==> src/rtl/cmt_pkg.sv <==
package cmt_pkg;

	localparam int RES_W  = 61;
	localparam int WORD_W = 2 * RES_W;
	localparam int LG_W   = 3;

	localparam logic [RES_W-1:0] MP = 61'h1FFFFFFFFFFFFFFF;

	typedef logic [RES_W-1:0] res_t;

	// register indexes
	localparam logic REG_LOG_SIZE = 1'b0;
	localparam logic REG_INVERSE  = 1'b1;

	// write data select
	localparam logic [2:0] WS_IN    = 3'd0;
	localparam logic [2:0] WS_RDATA = 3'd1;
	localparam logic [2:0] WS_A     = 3'd2;
	localparam logic [2:0] WS_SUM   = 3'd3;
	localparam logic [2:0] WS_DIFF  = 3'd4;

	// multiplier operand pairs
	localparam logic [1:0] MSEL_RR = 2'd0;
	localparam logic [1:0] MSEL_II = 2'd1;
	localparam logic [1:0] MSEL_SS = 2'd2;

	typedef struct packed {
		logic            rd_en;
		logic            wr_en;
		logic [2:0]      wsel;
		logic            ld_a;
		logic            ld_b;
		logic            mul_start;
		logic [1:0]      mul_sel;
		logic            mul_tw;
		logic            t_ld;
		logic            cx_ld;
		logic            tw_init;
		logic            tw_upd;
		logic            out_ld;
		logic            out_last;
		logic            inv;
		logic [LG_W-1:0] tw_idx;
		logic [LG_W-1:0] lg;
	} cmt_cmd_t;

	typedef struct packed {
		logic mul_done;
		logic out_free;
	} cmt_stat_t;

	function automatic res_t md_add(input res_t a, input res_t b);
		logic [RES_W:0] s;
		s = {1'b0, a} + {1'b0, b};
		if (s >= {1'b0, MP}) begin
			s = s - {1'b0, MP};
		end
		return s[RES_W-1:0];
	endfunction

	// a + p - b wraps to a - b - 1 in 61 bits
	function automatic res_t md_sub(input res_t a, input res_t b);
		res_t d;
		d = a - b;
		if (a < b) begin
			d = d - res_t'(1);
		end
		return d;
	endfunction

	function automatic res_t tw_re(input logic [LG_W-1:0] s);
		res_t v;
		case (s)
			3'd0: v = 61'd2305843009213693950;
			3'd1: v = 61'd0;
			3'd2: v = 61'd1073741824;
			3'd3: v = 61'd612525257975972978;
			3'd4: v = 61'd83304533336094567;
			3'd5: v = 61'd1605717535313600273;
			default: v = '0;
		endcase
		return v;
	endfunction

	function automatic res_t tw_im(input logic [LG_W-1:0] s);
		res_t v;
		case (s)
			3'd0: v = 61'd0;
			3'd1: v = 61'd1;
			3'd2: v = 61'd1073741824;
			3'd3: v = 61'd22027337052962166;
			3'd4: v = 61'd1608519025533736705;
			3'd5: v = 61'd477079714691672132;
			default: v = '0;
		endcase
		return v;
	endfunction

endpackage

==> src/rtl/cmt_ctrl.sv <==
module cmt_ctrl import cmt_pkg::*; #(
	parameter int MAX_LOG_POINTS = 6
) (
	input  logic                          clk,
	input  logic                          arst_n,
	input  logic                          cfg_we,
	input  logic                          cfg_index,
	input  logic [LG_W-1:0]               cfg_data,
	input  logic                          in_valid,
	output logic                          in_ready,
	input  cmt_stat_t                     stat,
	output cmt_cmd_t                      cmd,
	output logic [MAX_LOG_POINTS-1:0]     addr
);

	localparam int AW = MAX_LOG_POINTS;
	localparam int CW = AW + 1;

	localparam logic [4:0] S_IDLE   = 5'd0;
	localparam logic [4:0] S_SW_CHK = 5'd1;
	localparam logic [4:0] S_SW_RI  = 5'd2;
	localparam logic [4:0] S_SW_RR  = 5'd3;
	localparam logic [4:0] S_SW_WI  = 5'd4;
	localparam logic [4:0] S_SW_WR  = 5'd5;
	localparam logic [4:0] S_ST_INI = 5'd6;
	localparam logic [4:0] S_BF_RL  = 5'd7;
	localparam logic [4:0] S_BF_RH  = 5'd8;
	localparam logic [4:0] S_BF_LB  = 5'd9;
	localparam logic [4:0] S_MUL_GO = 5'd10;
	localparam logic [4:0] S_MUL_WT = 5'd11;
	localparam logic [4:0] S_CX     = 5'd12;
	localparam logic [4:0] S_BF_WL  = 5'd13;
	localparam logic [4:0] S_BF_WH  = 5'd14;
	localparam logic [4:0] S_BF_NXT = 5'd15;
	localparam logic [4:0] S_TW_UPD = 5'd16;
	localparam logic [4:0] S_EM_RD  = 5'd17;
	localparam logic [4:0] S_EM_LD  = 5'd18;

	logic [4:0]      state_q;
	logic [LG_W-1:0] log_size_q, lg_q, s_q, lg_eff;
	logic            inverse_q, twm_q;
	logic [CW-1:0]   cnt_q, i_q, k_q, cnt_inc, n_eff, n_q, half, span, lo_full, hi_full;
	logic [AW-1:0]   j_q, rev, r;
	logic [1:0]      mi_q;

	always_comb begin
		lg_eff = log_size_q;
		if (log_size_q == '0) begin
			lg_eff = 3'd1;
		end else if (log_size_q > LG_W'(MAX_LOG_POINTS)) begin
			lg_eff = LG_W'(MAX_LOG_POINTS);
		end
	end

	always_comb begin
		for (int b = 0; b < AW; b++) begin
			rev[b] = i_q[AW-1-b];
		end
	end

	assign r       = rev >> (LG_W'(AW) - lg_q);
	assign cnt_inc = cnt_q + CW'(1);
	assign n_eff   = CW'(1) << lg_eff;
	assign n_q     = CW'(1) << lg_q;
	assign half    = CW'(1) << s_q;
	assign span    = half << 1;
	assign lo_full = k_q + {1'b0, j_q};
	assign hi_full = lo_full + half;
	assign in_ready = (state_q == S_IDLE);

	always_comb begin
		cmd         = '0;
		cmd.wsel    = WS_IN;
		cmd.mul_sel = mi_q;
		cmd.mul_tw  = twm_q;
		cmd.inv     = inverse_q;
		cmd.tw_idx  = s_q;
		cmd.lg      = lg_q;
		cmd.out_last = (i_q + CW'(1) == n_q);
		addr        = cnt_q[AW-1:0];
		case (state_q)
			S_IDLE: begin
				cmd.wr_en = in_valid;
			end
			S_SW_RI: begin
				cmd.rd_en = 1'b1;
				addr      = i_q[AW-1:0];
			end
			S_SW_RR: begin
				cmd.rd_en = 1'b1;
				cmd.ld_a  = 1'b1;
				addr      = r;
			end
			S_SW_WI: begin
				cmd.wr_en = 1'b1;
				cmd.wsel  = WS_RDATA;
				addr      = i_q[AW-1:0];
			end
			S_SW_WR: begin
				cmd.wr_en = 1'b1;
				cmd.wsel  = WS_A;
				addr      = r;
			end
			S_ST_INI: begin
				cmd.tw_init = (s_q != lg_q);
			end
			S_BF_RL: begin
				cmd.rd_en = 1'b1;
				addr      = lo_full[AW-1:0];
			end
			S_BF_RH: begin
				cmd.rd_en = 1'b1;
				cmd.ld_a  = 1'b1;
				addr      = hi_full[AW-1:0];
			end
			S_BF_LB: begin
				cmd.ld_b = 1'b1;
			end
			S_MUL_GO: begin
				cmd.mul_start = 1'b1;
			end
			S_MUL_WT: begin
				cmd.t_ld = stat.mul_done;
			end
			S_CX: begin
				cmd.cx_ld = 1'b1;
			end
			S_BF_WL: begin
				cmd.wr_en = 1'b1;
				cmd.wsel  = WS_SUM;
				addr      = lo_full[AW-1:0];
			end
			S_BF_WH: begin
				cmd.wr_en = 1'b1;
				cmd.wsel  = WS_DIFF;
				addr      = hi_full[AW-1:0];
			end
			S_TW_UPD: begin
				cmd.tw_upd = 1'b1;
			end
			S_EM_RD: begin
				cmd.rd_en = 1'b1;
				addr      = i_q[AW-1:0];
			end
			S_EM_LD: begin
				cmd.out_ld = stat.out_free;
				addr       = i_q[AW-1:0];
			end
			default: begin
				cmd.wr_en = 1'b0;
			end
		endcase
	end

	always_ff @(posedge clk or negedge arst_n) begin
		if (!arst_n) begin
			state_q    <= S_IDLE;
			log_size_q <= 3'd6;
			inverse_q  <= 1'b0;
			lg_q       <= 3'd1;
			s_q        <= '0;
			twm_q      <= 1'b0;
			mi_q       <= '0;
			cnt_q      <= '0;
			i_q        <= '0;
			k_q        <= '0;
			j_q        <= '0;
		end else begin
			if (cfg_we) begin
				case (cfg_index)
					REG_LOG_SIZE: log_size_q <= cfg_data;
					REG_INVERSE:  inverse_q  <= cfg_data[0];
					default:      inverse_q  <= inverse_q;
				endcase
			end
			case (state_q)
				S_IDLE: begin
					if (in_valid) begin
						if (cnt_inc >= n_eff) begin
							cnt_q   <= '0;
							lg_q    <= lg_eff;
							i_q     <= '0;
							state_q <= S_SW_CHK;
						end else begin
							cnt_q <= cnt_inc;
						end
					end
				end
				// bit-reversal permutation, one swap per pair
				S_SW_CHK: begin
					if (i_q == n_q) begin
						s_q     <= '0;
						state_q <= S_ST_INI;
					end else if (i_q < {1'b0, r}) begin
						state_q <= S_SW_RI;
					end else begin
						i_q <= i_q + CW'(1);
					end
				end
				S_SW_RI: state_q <= S_SW_RR;
				S_SW_RR: state_q <= S_SW_WI;
				S_SW_WI: state_q <= S_SW_WR;
				S_SW_WR: begin
					i_q     <= i_q + CW'(1);
					state_q <= S_SW_CHK;
				end
				S_ST_INI: begin
					if (s_q == lg_q) begin
						i_q     <= '0;
						state_q <= S_EM_RD;
					end else begin
						j_q     <= '0;
						k_q     <= '0;
						state_q <= S_BF_RL;
					end
				end
				S_BF_RL: state_q <= S_BF_RH;
				S_BF_RH: state_q <= S_BF_LB;
				S_BF_LB: begin
					mi_q    <= MSEL_RR;
					twm_q   <= 1'b0;
					state_q <= S_MUL_GO;
				end
				S_MUL_GO: state_q <= S_MUL_WT;
				S_MUL_WT: begin
					if (stat.mul_done) begin
						if (mi_q == MSEL_SS) begin
							state_q <= S_CX;
						end else begin
							mi_q    <= mi_q + 2'd1;
							state_q <= S_MUL_GO;
						end
					end
				end
				S_CX: state_q <= twm_q ? S_TW_UPD : S_BF_WL;
				S_BF_WL: state_q <= S_BF_WH;
				S_BF_WH: state_q <= S_BF_NXT;
				S_BF_NXT: begin
					if (k_q + span < n_q) begin
						k_q     <= k_q + span;
						state_q <= S_BF_RL;
					end else begin
						k_q <= '0;
						if ({1'b0, j_q} + CW'(1) < half) begin
							// advance the twiddle power
							twm_q   <= 1'b1;
							mi_q    <= MSEL_RR;
							state_q <= S_MUL_GO;
						end else begin
							s_q     <= s_q + 3'd1;
							state_q <= S_ST_INI;
						end
					end
				end
				S_TW_UPD: begin
					j_q     <= j_q + AW'(1);
					state_q <= S_BF_RL;
				end
				S_EM_RD: state_q <= S_EM_LD;
				S_EM_LD: begin
					if (stat.out_free) begin
						if (cmd.out_last) begin
							state_q <= S_IDLE;
						end else begin
							i_q     <= i_q + CW'(1);
							state_q <= S_EM_RD;
						end
					end
				end
				default: state_q <= S_IDLE;
			endcase
		end
	end

endmodule

==> config.mk <==
export PLATFORM = sky130hd
export DESIGN_NAME = cmt_ctrl
export DESIGN_NICKNAME = d
export VERILOG_FILES = /design/src/rtl/cmt_pkg.sv /design/src/rtl/cmt_ctrl.sv
export SDC_FILE = /design/constraint.sdc
export NUM_CORES = 1
export LEC_CHECK = 0
export BUFFER_PORTS_ARGS = -buffer_cell sky130_fd_sc_hd__buf_2
export CORE_MARGIN = 1.5
export CORE_UTILIZATION = 50
export CTS_CLUSTER_SIZE = 28
export DETAILED_ROUTE_END_ITERATION = 10
export PLACE_DENSITY_LB_ADDON = 0.25
export SYNTH_ARGS = -nofsm -noshare
export SYNTH_HDL_FRONTEND = slang
export SYNTH_SLANG_ARGS = --single-unit
==> constraint.sdc <==
create_clock -name clk -period 5.3 [get_ports clk]
set_clock_uncertainty 0.15 [all_clocks]
set_input_delay 0 -clock clk [delete_from_list [all_inputs] [get_ports clk]]
set_output_delay 0 -clock clk [all_outputs]
set_load 0.03 [all_outputs]
### Word level (Yosys, flattened, before mapping)

Cells that the tools add are included.

* magnitude comparators: 5
* bitwise logic cells: 1
* reduce and logical (&&, ||, !) cells: 26
* add/subtract/negate cells: 10
* shift operators: 4
* eq/ne operators: 38
* multiplexer cells: 53

Operators with widths (number)
* $pmux 5 s19: 1
* $mux 7: 10
* $mux 5: 9
* $eq 5x4->1 const B: 8
* $pmux 7 s5: 1
* $ne 2x2->1 const B: 13
* $pmux 6 s4: 1
* $shl 1x3->7 const A: 3
* $eq 5x3->1 const B: 4
* $mux 3: 6
* $eq 5x5->1 const B: 3
* $add 7x1->7 const B: 2
* $eq 7x7->1: 2
* $lt 7x7->1: 2
* $pmux 7 s2: 1
* $add 6x6->6: 2
* $pmux 3 s4: 1
* $pmux 6 s2: 1
* $mux 1: 11
* $eq 5x2->1 const B: 2
* $reduce_and 2->1: 5
* $reduce_and 5->1: 2
* $mux 2: 4
* $mux 4: 2
* other kinds (32): 41

* logic and storage cells: 148
* flip-flop bits (word level): 45

### Longest topological paths before layout

* depth in word-level cells: 8
* mapped depth: 18
* depth with buffers taken out: 18

### Least setup slack after synthesis

Ideal clock, no wire load.

* path type: register to register
* start point: register lg_q[0]
* end point: register i_q[1]
* arrival time: 3.713 ns
* setup slack: 1.314 ns
* library setup time: 0.122 ns
* data required time: 5.028 ns
* cell stages (with the launch flop): 17
* path buffers: 4
* cells stage by stage: dfstp_2 clkbuf_1 inv_1 ha_1 clkbuf_1 or3_1 a21oi_1 a31oi_1 ha_1 a21o_1 a21oi_1 a21oi_1 or3_1 clkbuf_1 and4bb_1 buf_6 mux2i_1

* longest elaborated chain between the ends: 5

RTL lines
* start: declaration: RTL line cmt_ctrl.sv:40 `logic [LG_W-1:0] log_size_q, lg_q, s_q, lg_eff;`
* start signal: assignment: RTL line cmt_ctrl.sv:181 `lg_q <= lg_eff;`
* $sub 3x3->3: RTL line cmt_ctrl.sv:61 `assign r = rev >> (LG_W'(AW) - lg_q);`
* $shr 6x3->6: RTL line cmt_ctrl.sv:61
* $lt 7x6->1: RTL line cmt_ctrl.sv:194 `end else if (i_q < {1'b0, r}) begin`
* $ne 2x2->1 (no source line)
* $reduce_and 8->1 (no source line) *
* end signal: assignment: RTL line cmt_ctrl.sv:197 `i_q <= i_q + CW'(1);`
* end signal: assignment: RTL line cmt_ctrl.sv:204 `i_q <= i_q + CW'(1);`
* end signal: assignment: RTL line cmt_ctrl.sv:265 `i_q <= i_q + CW'(1);`
* end: declaration: RTL line cmt_ctrl.sv:42 `logic [CW-1:0] cnt_q, i_q, k_q, cnt_inc, n_eff, n_q, half, span, lo_full, hi_full;`

Mark *: on every way between the ends. The rest lies on a longest branch, timed or not.
A chain may end at the register's enable or synchronous reset.

### Worst setup path after layout

* start point: register lg_q[0]
* end point: register i_q[5]

Same word-level chain as after synthesis.

==> key figures <==
Status
  • Status: complete, no violations

Floorplanning
  • Number of I/O pins: 41
  • Area inside the core boundary: 9284 µm²
  • Overall die height: 101.3 µm
  • Total Die Area: 10,260 µm²
  • Starting density of the core: 52.01%
  • Width of the die: 101.3 µm
  • Site row count: 35

Logic synthesis
  • Cell variety after synth: 80
  • Post-Synthesis Mean Instance Area: 8.007 µm²
  • Syn Nets: 664
  • Post-synth EDFFs: 0
  • Total number of yosys warnings: 0
  • Top_reg_cell synth: sky130_fd_sc_hd__dfrtp_1
  • Share of synthesized flip-flops with an asynchronous set or reset: 100.0%
  • Post-synth design cell area: 4828 µm²
  • Cells after synthesis: 603
  • Register area share after synthesis: 22.88%
  • Register bit total from synthesis: 44

Routing
  • DRC: 0
  • Wirelength, routed: 12,930 µm
  • Met2 Wirelength: 5924 µm
  • WL/cell: 17.01 µm
  • Via density: 6.047
  • DRC marker count from the first detailed-route iteration: 299
  • Antenna Violating Nets Remaining: 0
  • Total via count after detailed routing: 4,596
  • Metal-1 WL: 5986 µm
  • Topmost layer with routed signal wires: met4
  • Sum of met3 wire segment lengths after detailed routing: 802 µm
  • Number of detailed-route iterations in the first pass: 5

Timing
  • Setup repair after global routing missed its margin: no
  • Transition at the pin with the smallest max-transition slack: 1.031 ns
  • Count of final max-slew check failures: 0
  • Worst slew margin relative to its limit: 31.24%
  • Final Cycle Share: 77.62%
  • Final setup viols: 0
  • Final-report hold violation count: 0
  • Total negative slack: 0 ns
  • Fin crit period: 4.114 ns
  • Maximum operating frequency: 243.1 MHz

Placed design
  • Gpl congestion: 0.9069
  • Detailed placement HPWL: 9667 µm
  • Cell area after placement: 5062 µm²
  • PortBufs: 40

CTS
  • Clock latency reported for the late side of the worst-skew pair: 0.31 ns
  • CTS Root Cell: sky130_fd_sc_hd__clkbuf_8
  • PostCTS Resize Cnt: 0
  • Clock sink count: 44
  • Number of clock buffers inserted by TritonCTS: 5
  • Number of levels the H-tree was split into: 2
  • Clk slew on worst S/H paths: 0.09 ns
  • Clock tree from TritonCTS: built
  • Buffer levels on the longest clock path: 2

Setup path
  • Worst Path Arrival: 4.19 ns
  • Worst flop-to-flop path endpoint: i_q[5]$_DFFE_PN0P_
  • Crit Path Category: reg -> reg
  • Cell chain of the critical path: ha_1 -> xor2_1 -> mux2_2 -> nand2_1 -> a21oi_1 -> a31oi_1 -> ha_1 -> a21o_1 -> a21oi_1 -> a21oi_1 -> or3_1 -> and4bb_1 -> a31oi_1
  • Count of cells along the worst register-to-register path: 13
  • Largest fanout on the critical path: 15
  • Worst setup path startpoint: lg_q[0]$_DFFE_PN1P_
  • Setup crit end kind: flip-flop
  • Data required time of the worst path: 5.37 ns
  • Slowest library cell on the worst path: sky130_fd_sc_hd__dfstp_2
  • Startpoint of the worst-slack reg-to-reg timing path: lg_q[0]$_DFFE_PN1P_
  • Max incr delay on CP: 0.72 ns
  • Startpoint type of the worst setup path: flip-flop
  • R2R Setup Slk: 1.19 ns
  • Endpoint of the most critical setup path: i_q[5]$_DFFE_PN0P_
  • Most used cell, CP: sky130_fd_sc_hd__a21oi_1

Global routing
  • Total routing usage reported by global routing: 25.95%
  • Maximum number of pins on one net before global-route repair: 45
  • Via count of the first global-routing pass: 4,266
  • Antenna violations before repair: 0
  • Overflow left after global routing: 0
  • First-pass GRT wire length: 21,250 µm

Finish
  • Fill count: 907
  • Final instance area: 5248 µm²
  • Post-synthesis to final-layout area growth: 8.681%
  • Final-stage net count: 691
  • Fraction of layout instances using a drive strength above 1: 12.20%
  • Diodes inserted: 0

Worst hold path
  • Worst hold-check path type: in -> reg

Pwr
  • Pwr Density: 478.5 nW/µm²
  • Maximum VDD drop: 0.3674 mV
  • Leak pwr: 2.434 nW

Job
  • Number of max-cap violations: 0
[worst max-delay path, delay by kind of cell (launching register included)]
family / cells / cell delay [ns]
AND/OR/NAND/NOR: 3 / 0.92
flip-flops: 1 / 0.72
adder cells (fa/ha/maj): 2 / 0.55
AO/OA/AOI/OAI: 6 / 0.89
multiplexers: 1 / 0.39
XOR/XNOR: 1 / 0.43
[power breakdown]
| part | leakage (nW) | switching (mW) | internal [mW] |
|---|---|---|---|
| registers | 0.584 | 0.222 | 0.403 |
| clock network | 0.0412 | 0.122 | 0.0924 |
| logic | 1.81 | 1.03 | 0.643 |
| total | 2.43 | 1.37 | 1.14 |
[timing repair]
item                                    CTS  global route
endpoints found under the hold margin    47             0
endpoints found under the setup margin    0             0
hold buffers                             10             0
setup buffers                             0             0
[metal layers]
layer	vias to the layer above	track usage, %
met2	174	41.46
met4	0	6.731
met3	20	3.382
met5	-	0
met1	2175	37.10
li1	2227	-
[synthesized netlist by cell type, types with 4 or more instances]
master	instances	area share, %
sky130_fd_sc_hd__a31oi_1	8	1.0
sky130_fd_sc_hd__xnor2_1	23	4.2
sky130_fd_sc_hd__buf_2	6	0.62
sky130_fd_sc_hd__mux2_2	11	2.6
sky130_fd_sc_hd__inv_1	29	2.3
sky130_fd_sc_hd__a21oi_1	38	3.9
sky130_fd_sc_hd__nor3_1	12	1.2
sky130_fd_sc_hd__nor4_1	4	0.52
sky130_fd_sc_hd__a211o_1	4	0.73
sky130_fd_sc_hd__clkbuf_1	21	1.6
sky130_fd_sc_hd__nand3_1	24	2.5
sky130_fd_sc_hd__ha_1	50	13
sky130_fd_sc_hd__nand2b_1	16	2.1
sky130_fd_sc_hd__nand2_1	63	4.9
sky130_fd_sc_hd__a221o_1	4	0.83
sky130_fd_sc_hd__or3_1	4	0.52
sky130_fd_sc_hd__mux2i_1	8	1.7
sky130_fd_sc_hd__nor2_1	51	4.0
sky130_fd_sc_hd__o211ai_1	4	0.62
sky130_fd_sc_hd__nand3b_1	4	0.62
sky130_fd_sc_hd__nor2b_1	17	2.2
sky130_fd_sc_hd__and3_1	6	0.78
sky130_fd_sc_hd__a22o_1	6	1.1
sky130_fd_sc_hd__a21o_1	4	0.62
sky130_fd_sc_hd__dfrtp_1	41	21
sky130_fd_sc_hd__o21ai_0	36	3.7
sky130_fd_sc_hd__and2_1	5	0.65
sky130_fd_sc_hd__xor2_1	15	2.7
sky130_fd_sc_hd__nand4_1	8	1.0
sky130_fd_sc_hd__a22oi_1	4	0.62
[logic make-up (layout without fill, tap and decap cells)]
kind of cell | Yosys count | in the layout | share of synthesized area (%)
AND/OR/NAND/NOR | 233 | 233 | 24.72
buffers and inverters | 62 | 90 | 5.364
AO/OA/AOI/OAI | 151 | 151 | 21.09
XOR/XNOR | 39 | 39 | 7.359
other | 1 | 1 | 0.07767
adder cells (fa/ha/maj) | 52 | 52 | 13.58
multiplexers | 21 | 21 | 4.924
flip-flops | 44 | 44 | 22.88
[cell usage in the layout (no fill, tap or decap), types with 4 or more instances in the layout]
cell and n:
sky130_fd_sc_hd__nand2_1 63, sky130_fd_sc_hd__nor2_1 51, sky130_fd_sc_hd__ha_1 50, sky130_fd_sc_hd__dfrtp_1 41, sky130_fd_sc_hd__buf_2 40, sky130_fd_sc_hd__a21oi_1 38
sky130_fd_sc_hd__o21ai_0 36, sky130_fd_sc_hd__inv_1 29, sky130_fd_sc_hd__nand3_1 24, sky130_fd_sc_hd__xnor2_1 23, sky130_fd_sc_hd__nor2b_1 17, sky130_fd_sc_hd__nand2b_1 16
sky130_fd_sc_hd__xor2_1 15, sky130_fd_sc_hd__nor3_1 12, sky130_fd_sc_hd__mux2_2 11, sky130_fd_sc_hd__dlygate4sd3_1 10, sky130_fd_sc_hd__mux2i_1 8, sky130_fd_sc_hd__a31oi_1 8
sky130_fd_sc_hd__nand4_1 8, sky130_fd_sc_hd__and3_1 6, sky130_fd_sc_hd__a22o_1 6, sky130_fd_sc_hd__and2_1 5, sky130_fd_sc_hd__clkbuf_8 5, sky130_fd_sc_hd__o211ai_1 4
sky130_fd_sc_hd__nor4_1 4, sky130_fd_sc_hd__or3_1 4, sky130_fd_sc_hd__a21o_1 4, sky130_fd_sc_hd__a22oi_1 4, sky130_fd_sc_hd__nand3b_1 4, sky130_fd_sc_hd__a221o_1 4
sky130_fd_sc_hd__a211o_1 4
[sequential cells by signal (all words and copies together), names as in the netlist]
name	flops
cnt_q	7
lg_q	3
k_q	6
mi_q	2
i_q	7
state_q	5
inverse_q	1
s_q	3
log_size_q	3
j_q	6
twm_q	1
[worst min-delay path by stage]
stage	from	to	slack, ns	cells past startpoint
4_1_cts	stat[0]	state_q[4]$_DFFE_PN0P_	0.02	4
3_5_place_dp	cfg_data[1]	log_size_q[1]$_DFFE_PN1P_	0.09	2
6_report	stat[0]	state_q[4]$_DFFE_PN0P_	0.04	4
2_1_floorplan	arst_n	cnt_q[0]$_DFFE_PN0P_	-0.45	0
3_3_place_gp	arst_n	k_q[4]$_DFFE_PN0P_	0.09	1
5_1_grt	stat[0]	state_q[4]$_DFFE_PN0P_	0.04	4
[metrics by stage]
| stage | utilization (%) | hold slack [ns] | setup slack [ns] | std cells | power [mW] |
|---|---|---|---|---|---|
| 2_1_floorplan | - | -0.4456 | 1.314 | 603 | 1.861 |
| 4_1_cts | 56.52 | 0.01674 | 1.193 | 760 | 2.494 |
| 3_5_place_dp | 54.53 | 0.08760 | 1.224 | 742 | 2.262 |
| 6_report | 56.52 | 0.03634 | 1.186 | 760 | 2.511 |
| 3_3_place_gp | 54.53 | 0.08515 | 1.390 | 742 | 2.222 |
| 5_1_grt | 56.52 | 0.04240 | 0.9023 | 760 | 2.709 |
[area by class of cell]
| cell class | count | area [µm²] | area share, % |
|---|---|---|---|
| multi-input combinational | 497 | 3465 | 66.02 |
| sequential | 44 | 1105 | 21.05 |
| timing repair buffer | 53 | 322.8 | 6.152 |
| tap | 129 | 161.4 | 3.076 |
| inverter | 29 | 108.9 | 2.074 |
| clock buffer | 6 | 72.57 | 1.383 |
| clock inverter | 2 | 12.51 | 0.2384 |
Note: power is estimated with default switching activity, not from simulation.
